==> config.mk <==
export PLATFORM = sky130hd
export DESIGN_NAME = rational_arith_gcd_reduce
export DESIGN_NICKNAME = d
export VERILOG_FILES = /design/src/rtl/ragr_pkg.sv /design/src/rtl/ragr_divider.sv /design/src/rtl/rational_arith_gcd_reduce.sv
export SDC_FILE = /design/constraint.sdc
export NUM_CORES = 2
export LEC_CHECK = 0
export BUFFER_PORTS_ARGS = -buffer_cell sky130_fd_sc_hd__buf_2
export CAP_MARGIN = 25
export CORE_AREA = 2 2 269 271
export CTS_CLUSTER_DIAMETER = 50
export DETAILED_ROUTE_END_ITERATION = 10
export DIE_AREA = 0 0 271 273
export HOLD_SLACK_MARGIN = 0.03
export PLACE_DENSITY = 0.83
export SYNTH_ARGS = -nofsm -noshare
export SYNTH_HDL_FRONTEND = slang
export SYNTH_SLANG_ARGS = --single-unit
==> constraint.sdc <==
create_clock -name i_clk -period 11.1 [get_ports i_clk]
set_input_delay 1.11 -clock i_clk [delete_from_list [all_inputs] [get_ports i_clk]]
set_output_delay 1.11 -clock i_clk [all_outputs]
set_load 0.005 [all_outputs]
==> src/rtl/ragr_pkg.sv <==
// Package for the rational arithmetic block with gcd reduction.
// Holds widths, action codes and the sequencer state type. No dependencies.
package ragr_pkg;
    localparam int OperandWidth = 16;
    localparam int ProdWidth    = 2 * OperandWidth;
    localparam int SumWidth     = ProdWidth + 1;
    localparam int NumWidth     = 33;
    localparam int DenWidth     = 31;

    typedef enum logic [2:0] {
        ACT_ADD = 3'd0,
        ACT_SUB = 3'd1,
        ACT_MUL = 3'd2,
        ACT_DIV = 3'd3,
        ACT_CMP = 3'd4
    } t_action;

    localparam logic [1:0] ORD_EQ = 2'd0;
    localparam logic [1:0] ORD_LT = 2'd1;
    localparam logic [1:0] ORD_GT = 2'd2;

    typedef enum logic [2:0] {
        ST_IDLE,
        ST_MUL,
        ST_SUM,
        ST_GCD,
        ST_DIVN,
        ST_DIVD,
        ST_OUT
    } t_state;
endpackage

==> src/rtl/ragr_divider.sv <==
// Restoring divider, one quotient bit per cycle, quotient and remainder.
// Depends on ragr_pkg.
module ragr_divider
    import ragr_pkg::*;
(
    input  logic                 i_clk,
    input  logic                 i_rst_n,
    input  logic                 i_start,
    input  logic [SumWidth-1:0]  i_dividend,
    input  logic [SumWidth-1:0]  i_divisor,
    output logic                 o_done,
    output logic [SumWidth-1:0]  o_quotient,
    output logic [SumWidth-1:0]  o_remainder
);
    localparam int CntWidth = $clog2(SumWidth + 1);

    logic [SumWidth-1:0] r_q, r_d;
    logic [SumWidth-1:0] r_rem;
    logic [CntWidth-1:0] r_cnt;
    logic                r_busy, r_done;
    logic [SumWidth:0]   w_shift, w_diff;

    assign w_shift = {r_rem, r_q[SumWidth-1]};
    assign w_diff  = w_shift - {1'b0, r_d};

    always_ff @(posedge i_clk) begin
        if (!i_rst_n) begin
            r_busy <= 1'b0;
            r_done <= 1'b0;
            r_cnt  <= '0;
        end else begin
            r_done <= 1'b0;
            if (i_start) begin
                r_busy <= 1'b1;
                r_cnt  <= CntWidth'(SumWidth);
                r_q    <= i_dividend;
                r_d    <= i_divisor;
                r_rem  <= '0;
            end else if (r_busy) begin
                if (!w_diff[SumWidth]) begin
                    r_rem <= w_diff[SumWidth-1:0];
                    r_q   <= {r_q[SumWidth-2:0], 1'b1};
                end else begin
                    r_rem <= w_shift[SumWidth-1:0];
                    r_q   <= {r_q[SumWidth-2:0], 1'b0};
                end
                r_cnt <= r_cnt - CntWidth'(1);
                if (r_cnt == CntWidth'(1)) begin
                    r_busy <= 1'b0;
                    r_done <= 1'b1;
                end
            end
        end
    end

    assign o_done      = r_done;
    assign o_quotient  = r_q;
    assign o_remainder = r_rem;
endmodule

==> src/rtl/rational_arith_gcd_reduce.sv <==
// Top level: rational add/sub/mul/div/compare with gcd reduction.
// Depends on ragr_pkg and ragr_divider.
//
// channel  direction  signals
// input    in         i_valid, o_stall, i_action, i_a_*, i_b_*
// output   out        o_valid, i_stall, o_result_*, o_order, o_zero_denominator
//
// One transaction at a time. Four products go through one 16x16 multiplier,
// then Euclid's loop runs modulo steps on the shared divider, and two more
// divisions on the same divider reduce the result. Compare and unused actions
// skip the gcd loop and the divisions and go straight to o_valid.
// Synchronous active-low reset; o_stall is high while busy or holding a result.
module rational_arith_gcd_reduce
    import ragr_pkg::*;
(
    input  logic                        i_clk,
    input  logic                        i_rst_n,
    input  logic                        i_valid,
    output logic                        o_stall,
    input  logic [2:0]                  i_action,
    input  logic signed [OperandWidth-1:0] i_a_numerator,
    input  logic signed [OperandWidth-1:0] i_a_denominator,
    input  logic signed [OperandWidth-1:0] i_b_numerator,
    input  logic signed [OperandWidth-1:0] i_b_denominator,
    output logic                        o_valid,
    input  logic                        i_stall,
    output logic signed [NumWidth-1:0]  o_result_numerator,
    output logic [DenWidth-1:0]         o_result_denominator,
    output logic [1:0]                  o_order,
    output logic                        o_zero_denominator
);
    t_state r_state, n_state;
    logic [2:0]  r_act;
    logic signed [OperandWidth-1:0] r_an, r_ad, r_bn, r_bd;
    logic signed [ProdWidth-1:0] r_p0, r_p1, r_p2;
    logic [1:0]  r_mcnt;
    logic signed [SumWidth-1:0] r_num, r_den;
    logic [SumWidth-1:0] r_x, r_y, r_nmag, r_dmag;
    logic        r_neg, r_flag, r_dstart, r_wait;
    logic signed [NumWidth-1:0] r_on;
    logic [DenWidth-1:0] r_od;
    logic [1:0]  r_ord;

    logic signed [OperandWidth-1:0] w_ma, w_mb;
    logic signed [ProdWidth-1:0]    w_prod;
    logic [SumWidth-1:0] w_dvd, w_dvs, w_quo, w_rem;
    logic        w_done, w_arith;
    logic signed [SumWidth-1:0] w_pa, w_pb, w_pc;

    ragr_divider u_div (
        .i_clk(i_clk), .i_rst_n(i_rst_n), .i_start(r_dstart),
        .i_dividend(w_dvd), .i_divisor(w_dvs),
        .o_done(w_done), .o_quotient(w_quo), .o_remainder(w_rem)
    );

    assign w_arith = (r_act == ACT_ADD) || (r_act == ACT_SUB) ||
                     (r_act == ACT_MUL) || (r_act == ACT_DIV);

    // multiplier operand select per step
    always_comb begin
        w_ma = r_an;
        w_mb = r_bd;
        case (r_mcnt)
            2'd0: begin w_ma = r_an; w_mb = r_bd; end
            2'd1: begin w_ma = r_ad; w_mb = r_bn; end
            2'd2: begin w_ma = r_ad; w_mb = r_bd; end
            2'd3: begin w_ma = r_an; w_mb = r_bn; end
            default: ;
        endcase
    end
    assign w_prod = w_ma * w_mb;

    assign w_pa = SumWidth'(r_p0);
    assign w_pb = SumWidth'(r_p1);
    assign w_pc = SumWidth'(r_p2);

    always_comb begin
        w_dvd = r_x;
        w_dvs = r_y;
        if (r_state == ST_DIVN) begin
            w_dvd = r_nmag; w_dvs = r_x;
        end else if (r_state == ST_DIVD) begin
            w_dvd = r_dmag; w_dvs = r_x;
        end else if (r_x <= r_y) begin
            w_dvd = r_y; w_dvs = r_x;
        end
    end

    always_comb begin
        n_state = r_state;
        case (r_state)
            ST_IDLE: if (i_valid) n_state = ST_MUL;
            ST_MUL:  if (r_mcnt == 2'd3) n_state = ST_SUM;
            ST_SUM:  n_state = w_arith ? ST_GCD : ST_OUT;
            ST_GCD:  if (!r_wait && (r_x == '0 || r_y == '0)) n_state = ST_DIVN;
            ST_DIVN: if (w_done) n_state = ST_DIVD;
            ST_DIVD: if (w_done) n_state = ST_OUT;
            ST_OUT:  if (!i_stall) n_state = ST_IDLE;
            default: n_state = ST_IDLE;
        endcase
    end

    always_ff @(posedge i_clk) begin
        if (!i_rst_n) begin
            r_state  <= ST_IDLE;
            r_dstart <= 1'b0;
            r_wait   <= 1'b0;
        end else begin
            r_state  <= n_state;
            r_dstart <= 1'b0;
            case (r_state)
                ST_IDLE: begin
                    if (i_valid) begin
                        r_act  <= i_action;
                        r_an   <= i_a_numerator;
                        r_bn   <= i_b_numerator;
                        r_ad   <= (i_a_denominator == '0) ? OperandWidth'(1) : i_a_denominator;
                        r_bd   <= (i_b_denominator == '0) ? OperandWidth'(1) : i_b_denominator;
                        r_flag <= (i_a_denominator == '0) || (i_b_denominator == '0);
                        r_mcnt <= 2'd0;
                        r_ord  <= ORD_EQ;
                    end
                end
                ST_MUL: begin
                    r_mcnt <= r_mcnt + 2'd1;
                    case (r_mcnt)
                        2'd0: r_p0 <= w_prod;
                        2'd1: r_p1 <= w_prod;
                        2'd2: r_p2 <= w_prod;
                        default: ;
                    endcase
                    if (r_mcnt == 2'd3) begin
                        case (r_act)
                            ACT_ADD: begin r_num <= w_pa + w_pb; r_den <= w_pc; end
                            ACT_SUB: begin r_num <= w_pa - w_pb; r_den <= w_pc; end
                            ACT_MUL: begin r_num <= SumWidth'(w_prod); r_den <= w_pc; end
                            ACT_DIV: begin r_num <= w_pa; r_den <= w_pb; end
                            default: begin r_num <= '0; r_den <= SumWidth'(1); end
                        endcase
                    end
                end
                ST_SUM: begin
                    if (r_act == ACT_CMP) begin
                        // a/b order: an*bd vs bn*ad, sign of ad*bd fixes direction
                        if (w_pa == w_pb) r_ord <= ORD_EQ;
                        else if ((w_pa < w_pb) != w_pc[SumWidth-1]) r_ord <= ORD_LT;
                        else r_ord <= ORD_GT;
                    end
                    if (r_den == '0) r_flag <= r_flag | w_arith;
                    r_neg  <= (r_num != '0) && (r_num[SumWidth-1] != r_den[SumWidth-1]);
                    r_nmag <= r_num[SumWidth-1] ? -r_num : r_num;
                    r_x    <= r_num[SumWidth-1] ? -r_num : r_num;
                    if (r_den == '0) begin
                        r_dmag <= SumWidth'(1); r_y <= SumWidth'(1);
                    end else begin
                        r_dmag <= r_den[SumWidth-1] ? -r_den : r_den;
                        r_y    <= r_den[SumWidth-1] ? -r_den : r_den;
                    end
                    r_on <= '0;
                    r_od <= DenWidth'(1);
                end
                ST_GCD: begin
                    if (r_wait) begin
                        if (w_done) begin
                            r_wait <= 1'b0;
                            if (r_x > r_y) r_x <= w_rem;
                            else r_y <= w_rem;
                        end
                    end else if (r_x == '0 || r_y == '0) begin
                        r_x      <= r_x | r_y;
                        r_dstart <= 1'b1;
                    end else begin
                        r_dstart <= 1'b1;
                        r_wait   <= 1'b1;
                    end
                end
                ST_DIVN: begin
                    if (w_done) begin
                        r_on     <= r_neg ? NumWidth'(-w_quo) : NumWidth'(w_quo);
                        r_dstart <= 1'b1;
                    end
                end
                ST_DIVD: if (w_done) r_od <= DenWidth'(w_quo);
                default: ;
            endcase
        end
    end

    assign o_stall              = (r_state != ST_IDLE);
    assign o_valid              = (r_state == ST_OUT);
    assign o_result_numerator   = r_on;
    assign o_result_denominator = r_od;
    assign o_order              = r_ord;
    assign o_zero_denominator   = r_flag;
endmodule
Word level (Yosys, flattened, before mapping)
Index checks and enable logic that the tools add are counted.
{ "word_totals": {"ff_bits": 543, "output_inout_bits": 69, "in_bits": 71} }
{ "classes": {"addsub": 8, "eq_ne": 31, "n_mul": 1, "bitwise_logic": 4, "n_reduce_logical": 47, "muxes": 61, "n_lt_le_gt_ge": 3} }
{ "op_table": {"columns": ["cell", "count"], "rows": [
  ["2-to-1 mux 33 bit", 22],
  ["one-hot mux 33 bit (2 select lines)", 4],
  ["one-hot mux 33 bit (4 select lines)", 1],
  ["logical NOT 33 bit", 3],
  ["negation 33 bit", 3],
  ["one-hot mux 16 bit (2 select lines)", 2],
  ["one-hot mux 31 bit (2 select lines)", 1],
  ["subtractor 34 x 33 -> 34 bit", 1],
  ["adder 32 x 32 -> 33 bit", 1],
  ["greater-than comparator 33 bit", 1],
  ["<= comparator 33 bit", 1],
  ["OR 33 bit", 1],
  ["nonzero test 33 bit", 1],
  ["subtractor 32 x 32 -> 33 bit", 1],
  ["== test 32 bit", 1],
  ["logical NOT 16 bit", 2],
  ["< comparator 32 bit", 1],
  ["multiplier 16 x 16 -> 32 bit", 1],
  ["2-to-1 mux 31 bit", 1],
  ["AND reduction 3 bit", 8],
  ["2-to-1 mux 3 bit", 7],
  ["one-hot mux 3 bit (7 select lines)", 1],
  ["inequality test 2 bit, second input constant", 8],
  ["== test 3 x 2 -> 1 bit, second input constant", 4],
  ["other kinds (31)", 78]
]} }

Logic depth before layout (Yosys ltp)
{ "depth": {"word_depth": 7, "mapped_depth": 28, "ltp_nobuf": 26} }

Cells and area by module
From an unflattened synthesis, not the netlist that was laid out.
{ "unflattened": {"cells_unflattened": 3994, "area_unflattened_um2": 41442.2} }
{ "modules_own_cells": {"columns": ["mod", "area_per_inst_um2", "cells_each", "instances", "seq_area_each_um2"], "rows": [
  ["rational_arith_gcd_reduce", 35068.6, 3413, 1, 13012.5],
  ["ragr_divider", 6373.6, 581, 1, 3133.0]
]} }

Worst setup path before layout
OpenSTA, ideal clock, no wires.
{ "synth_timing": {"kind": "flip-flop to flip-flop", "start": "register r_mcnt[0]", "end": "register r_num[28] (data pin)", "arrival_time_ns": 7.731, "setup_time_ns": 0.261, "n_path_buf": 3, "path_slack_ns": 3.108, "stages_incl_launch_ff": 28, "required_time_ns": 10.839, "cell_sequence": "edfxtp_1 > inv_1 > ha_1 > clkbuf_1 > buf_1 > buf_1 > mux2i_1 > nor2_1 > fa_1 > inv_1 > fa_1 > fa_1 > inv_1 > fa_1 > fa_1 > inv_1 > fa_1 > inv_1 > ha_1 > and3_1 > a221o_1 > a31o_2 > o21ai_0 > a21oi_1 > a211o_1 > a21oi_1 > xnor2_1 > a221o_1"} }
{ "synth_between": {"elab_chain_cells": 5, "elab_cells_between_ends": 12, "cone_classes": "1 x mul; 3 x eq/ne; 3 x mux; 5 x reduce/logical"} }
{ "synth_lines": {"columns": ["item", "line", "source"], "rows": [
  ["from (decl)", "rational_arith_gcd_reduce.sv:36", "logic [1:0] r_mcnt;"],
  ["from (signal assigned)", "rational_arith_gcd_reduce.sv:125", "r_mcnt <= r_mcnt + 2'd1;"],
  ["== test 2 bit, or another cell as far along", "rational_arith_gcd_reduce.sv:63", "case (r_mcnt)"],
  ["OR reduction 2 bit (no source line)", null, null],
  ["one-hot mux 16 bit (2 select lines)", "rational_arith_gcd_reduce.sv:63", null],
  ["multiplier 16 x 16 -> 32 bit *", "rational_arith_gcd_reduce.sv:71", "assign w_prod = w_ma * w_mb;"],
  ["via w_prod[28]", "rational_arith_gcd_reduce.sv:45", "logic signed [ProdWidth-1:0] w_prod;"],
  ["one-hot mux 33 bit (4 select lines) *", "rational_arith_gcd_reduce.sv:133", "case (r_act)"],
  ["to (signal assigned)", "rational_arith_gcd_reduce.sv:134", "ACT_ADD: begin r_num <= w_pa + w_pb; r_den <= w_pc; end"],
  ["to (signal assigned)", "rational_arith_gcd_reduce.sv:135", "ACT_SUB: begin r_num <= w_pa - w_pb; r_den <= w_pc; end"],
  ["to (signal assigned)", "rational_arith_gcd_reduce.sv:136", "ACT_MUL: begin r_num <= SumWidth'(w_prod); r_den <= w_pc; end"],
  ["to (decl)", "rational_arith_gcd_reduce.sv:37", "logic signed [SumWidth-1:0] r_num, r_den;"]
]} }
The timed path passes the listed nets; every way through them passes the cells marked *.
A chain may end at the register's enable or synchronous reset.

Worst setup path in the final report
Same ends and word-level chain as after synthesis.

==> results_dict.tcl <==
set metrics [dict create \
    outcome "finished, final reports clean" \
    cts_setup_buffers 0 \
    synth_fa_ha_area_share_pct 21.1 \
    endpoint_kind "flip-flop" \
    grt_pass1_vias 29700 \
    path_class "flip-flop to flip-flop" \
    ys_seq_area_share_pct 40.2 \
    cts_made_buffers 69 \
    slew_headroom_pct 30.0 \
    synth_top_family_by_area "adder cells" \
    syn_nets 4328 \
    start_kind "flip-flop" \
    synthArstFlopShare_pct 0 \
    synth_flop_cell "edfxtp_1" \
    fmaxAchievable_mhz 120 \
    synth-seq-cells 542 \
    yosysUniqueCellTypes 79 \
    hold_path.class "flip-flop to flip-flop" \
    clock-sinks 542 \
    cts-root-buf "clkbuf_16" \
    row_count 98 \
    path_common_cell "fa_1" \
    drtIter0Drc 2821 \
    start_util_pct 56.6 \
    netlist_area_mm2 0.0402 \
    crit_slowest_cell "mux2i_1" \
    synth_compound_area_share_pct 11.5 \
    io_pins 140 \
    finalCriticalPeriod_ps 8350 \
    area_growth_pct 10.5 \
    drtPass1Iterations 5 \
    post_synth_and_or_nand_nor_area_fraction_pct 10.9 \
    finalWeightedCongestion 1.02 \
    gr-total-overflow 0 \
    finClkSkew_ps 37.6 \
    cts_max_level 3 \
    final-max-slew-violation-count 0 \
    grt_max_degree 76 \
    whs_ps 493 \
    synth_cells 3737 \
    critPathRequiredTime_ps 11460 \
    cp_top_family "adder cells" \
    cts_tree "yes" \
    die_area_mm2 0.0740 \
    layout_commonest_cell "edfxtp_1" \
    path_clk_slew_ps 70 \
    track_usage_pct 29.8 \
    synth_xor_area_share_pct 3.99 \
    drc_errors 0 \
    avgRoutedWirePerCell_um 22.5 \
    clkLatencyLatePin_ps 640 \
    cpPeakStageDelay_ps 820 \
    synth_top_area_share_pct 39.5 \
    ant_nets 0 \
    dpl.hpwl_um 82500 \
    worstMarginPinSlew_ps 1040 \
    hold_buffers 0 \
    synth_edf_count 529 \
    synthMuxAreaShare_pct 6.03 \
    antennaDiodeCount 0 \
    clk_path_buf_depth 3 \
    postCtsResizedCells 0 \
    grt_pass1_wl_um 170000 \
    nNetsFinal 4416 \
    port_buffers 139 \
    fin_crit_sh_pct 75.2 \
    antenna_found_initial 2 \
    post-route-util_pct 62.5 \
    critPathMaxFanout 32 \
    coreArea_mm2 0.0710 \
    dp_slack_ps 2940 \
    viasPerCell 6.05 \
    critPathBufInv 6 \
    setup_tns_ps 0 \
    mostFrequentLayoutCells "edfxtp_1 (529), inv_1 (484), nand2_1 (281)" \
    finalHoldViolations 0 \
    setup_ws_ps 2750 \
    die_y_um 273 \
    arrival_ps 8710 \
    avgSynthCellArea_um2 10.8 \
    dr_total_vias 29200 \
    rsz0062_at_grt "false" \
    drt_wl_total_um 109000 \
    drv_cap 0 \
    die-width_um 271 \
    setup_viol 0 \
    drive_gt1_share_pct 12.1 \
    yosysWarnings 0 \
    synth_area_leaders "edfxtp_1 (40%), fa_1 (13%), ha_1 (7.9%)" \
    yosys.area.top_type "edfxtp_1" \
]
## synth_stat cells (all sizes together) (45+ instances only)
library cell / instances
o21ai: 137
nor2: 273
edfxtp: 529
and2: 45
ha: 255
inv: 485
mux2: 83
xor2: 66
clkbuf: 158
nor4: 66
mux2i: 146
nand2: 282
xnor2: 117
a21oi: 140
nor3: 47
fa: 265
## metal layers
layer	global-route usage, %	part of all wire (%)	vias to the layer above
met2	51.7	50	1262
met1	36.0	38	14400
met4	16.2	5.8	0
li1	-	-	13300
met3	4.02	6.9	304
met5	0	0	-
## state kept, by name, summed over array words and instances, names as in the netlist, 31 cells and up
name,count
o_result_denominator,31
r_nmag,33
r_num,33
u_div.o_remainder,33
r_den,32
r_p1,32
r_x,33
r_p2,32
r_dmag,33
r_y,33
u_div.r_d,33
u_div.o_quotient,33
r_p0,32
o_result_numerator,33
## final timing paths
path                                 from   endpoint  slack, ps  cells after the start
worst max-delay path            r_mcnt[0]  r_num[28]       2750                     25
worst min-delay path             r_p2[22]  r_den[22]        490                      1
worst max register to register  r_mcnt[0]  r_num[28]       2750                     25
worst min register to register   r_p2[22]  r_den[22]        490                      1
## cell type report
| class | instances | area [um^2] |
|---|---|---|
| tap | 950 | 1190 |
| clock buffer | 73 | 1740 |
| multi-input combinational | 2531 | 21600 |
| inverter | 485 | 1820 |
| fill | 5430 | 26600 |
| clock inverter | 52 | 649 |
| timing repair buffer | 196 | 1210 |
| sequential | 542 | 16100 |
## through the flow
step | instance area, um^2 | instances
finish | 44400 | 4829
global route | 44400 | 4829
detailed placement | 41900 | 4700
floorplan | 40200 | 3737
global placement | 41900 | 4696
CTS | 44300 | 4825
## kinds of logic (layout without fill, tap and decap cells)
| family | after synthesis | in the layout |
|---|---|---|
| DFF | 542 | 542 |
| AOI/OAI and AO/OA | 672 | 672 |
| muxes | 230 | 230 |
| xor gates and xnor gates | 183 | 183 |
| adders and majority gates | 520 | 520 |
| buffers and inverters | 664 | 806 |
| other | 1 | 1 |
| and+or+nand+nor | 925 | 925 |
Power is left out: the tool's default activity adds up to more than one toggle a clock period on the data nets, which glitch-free logic cannot reach.
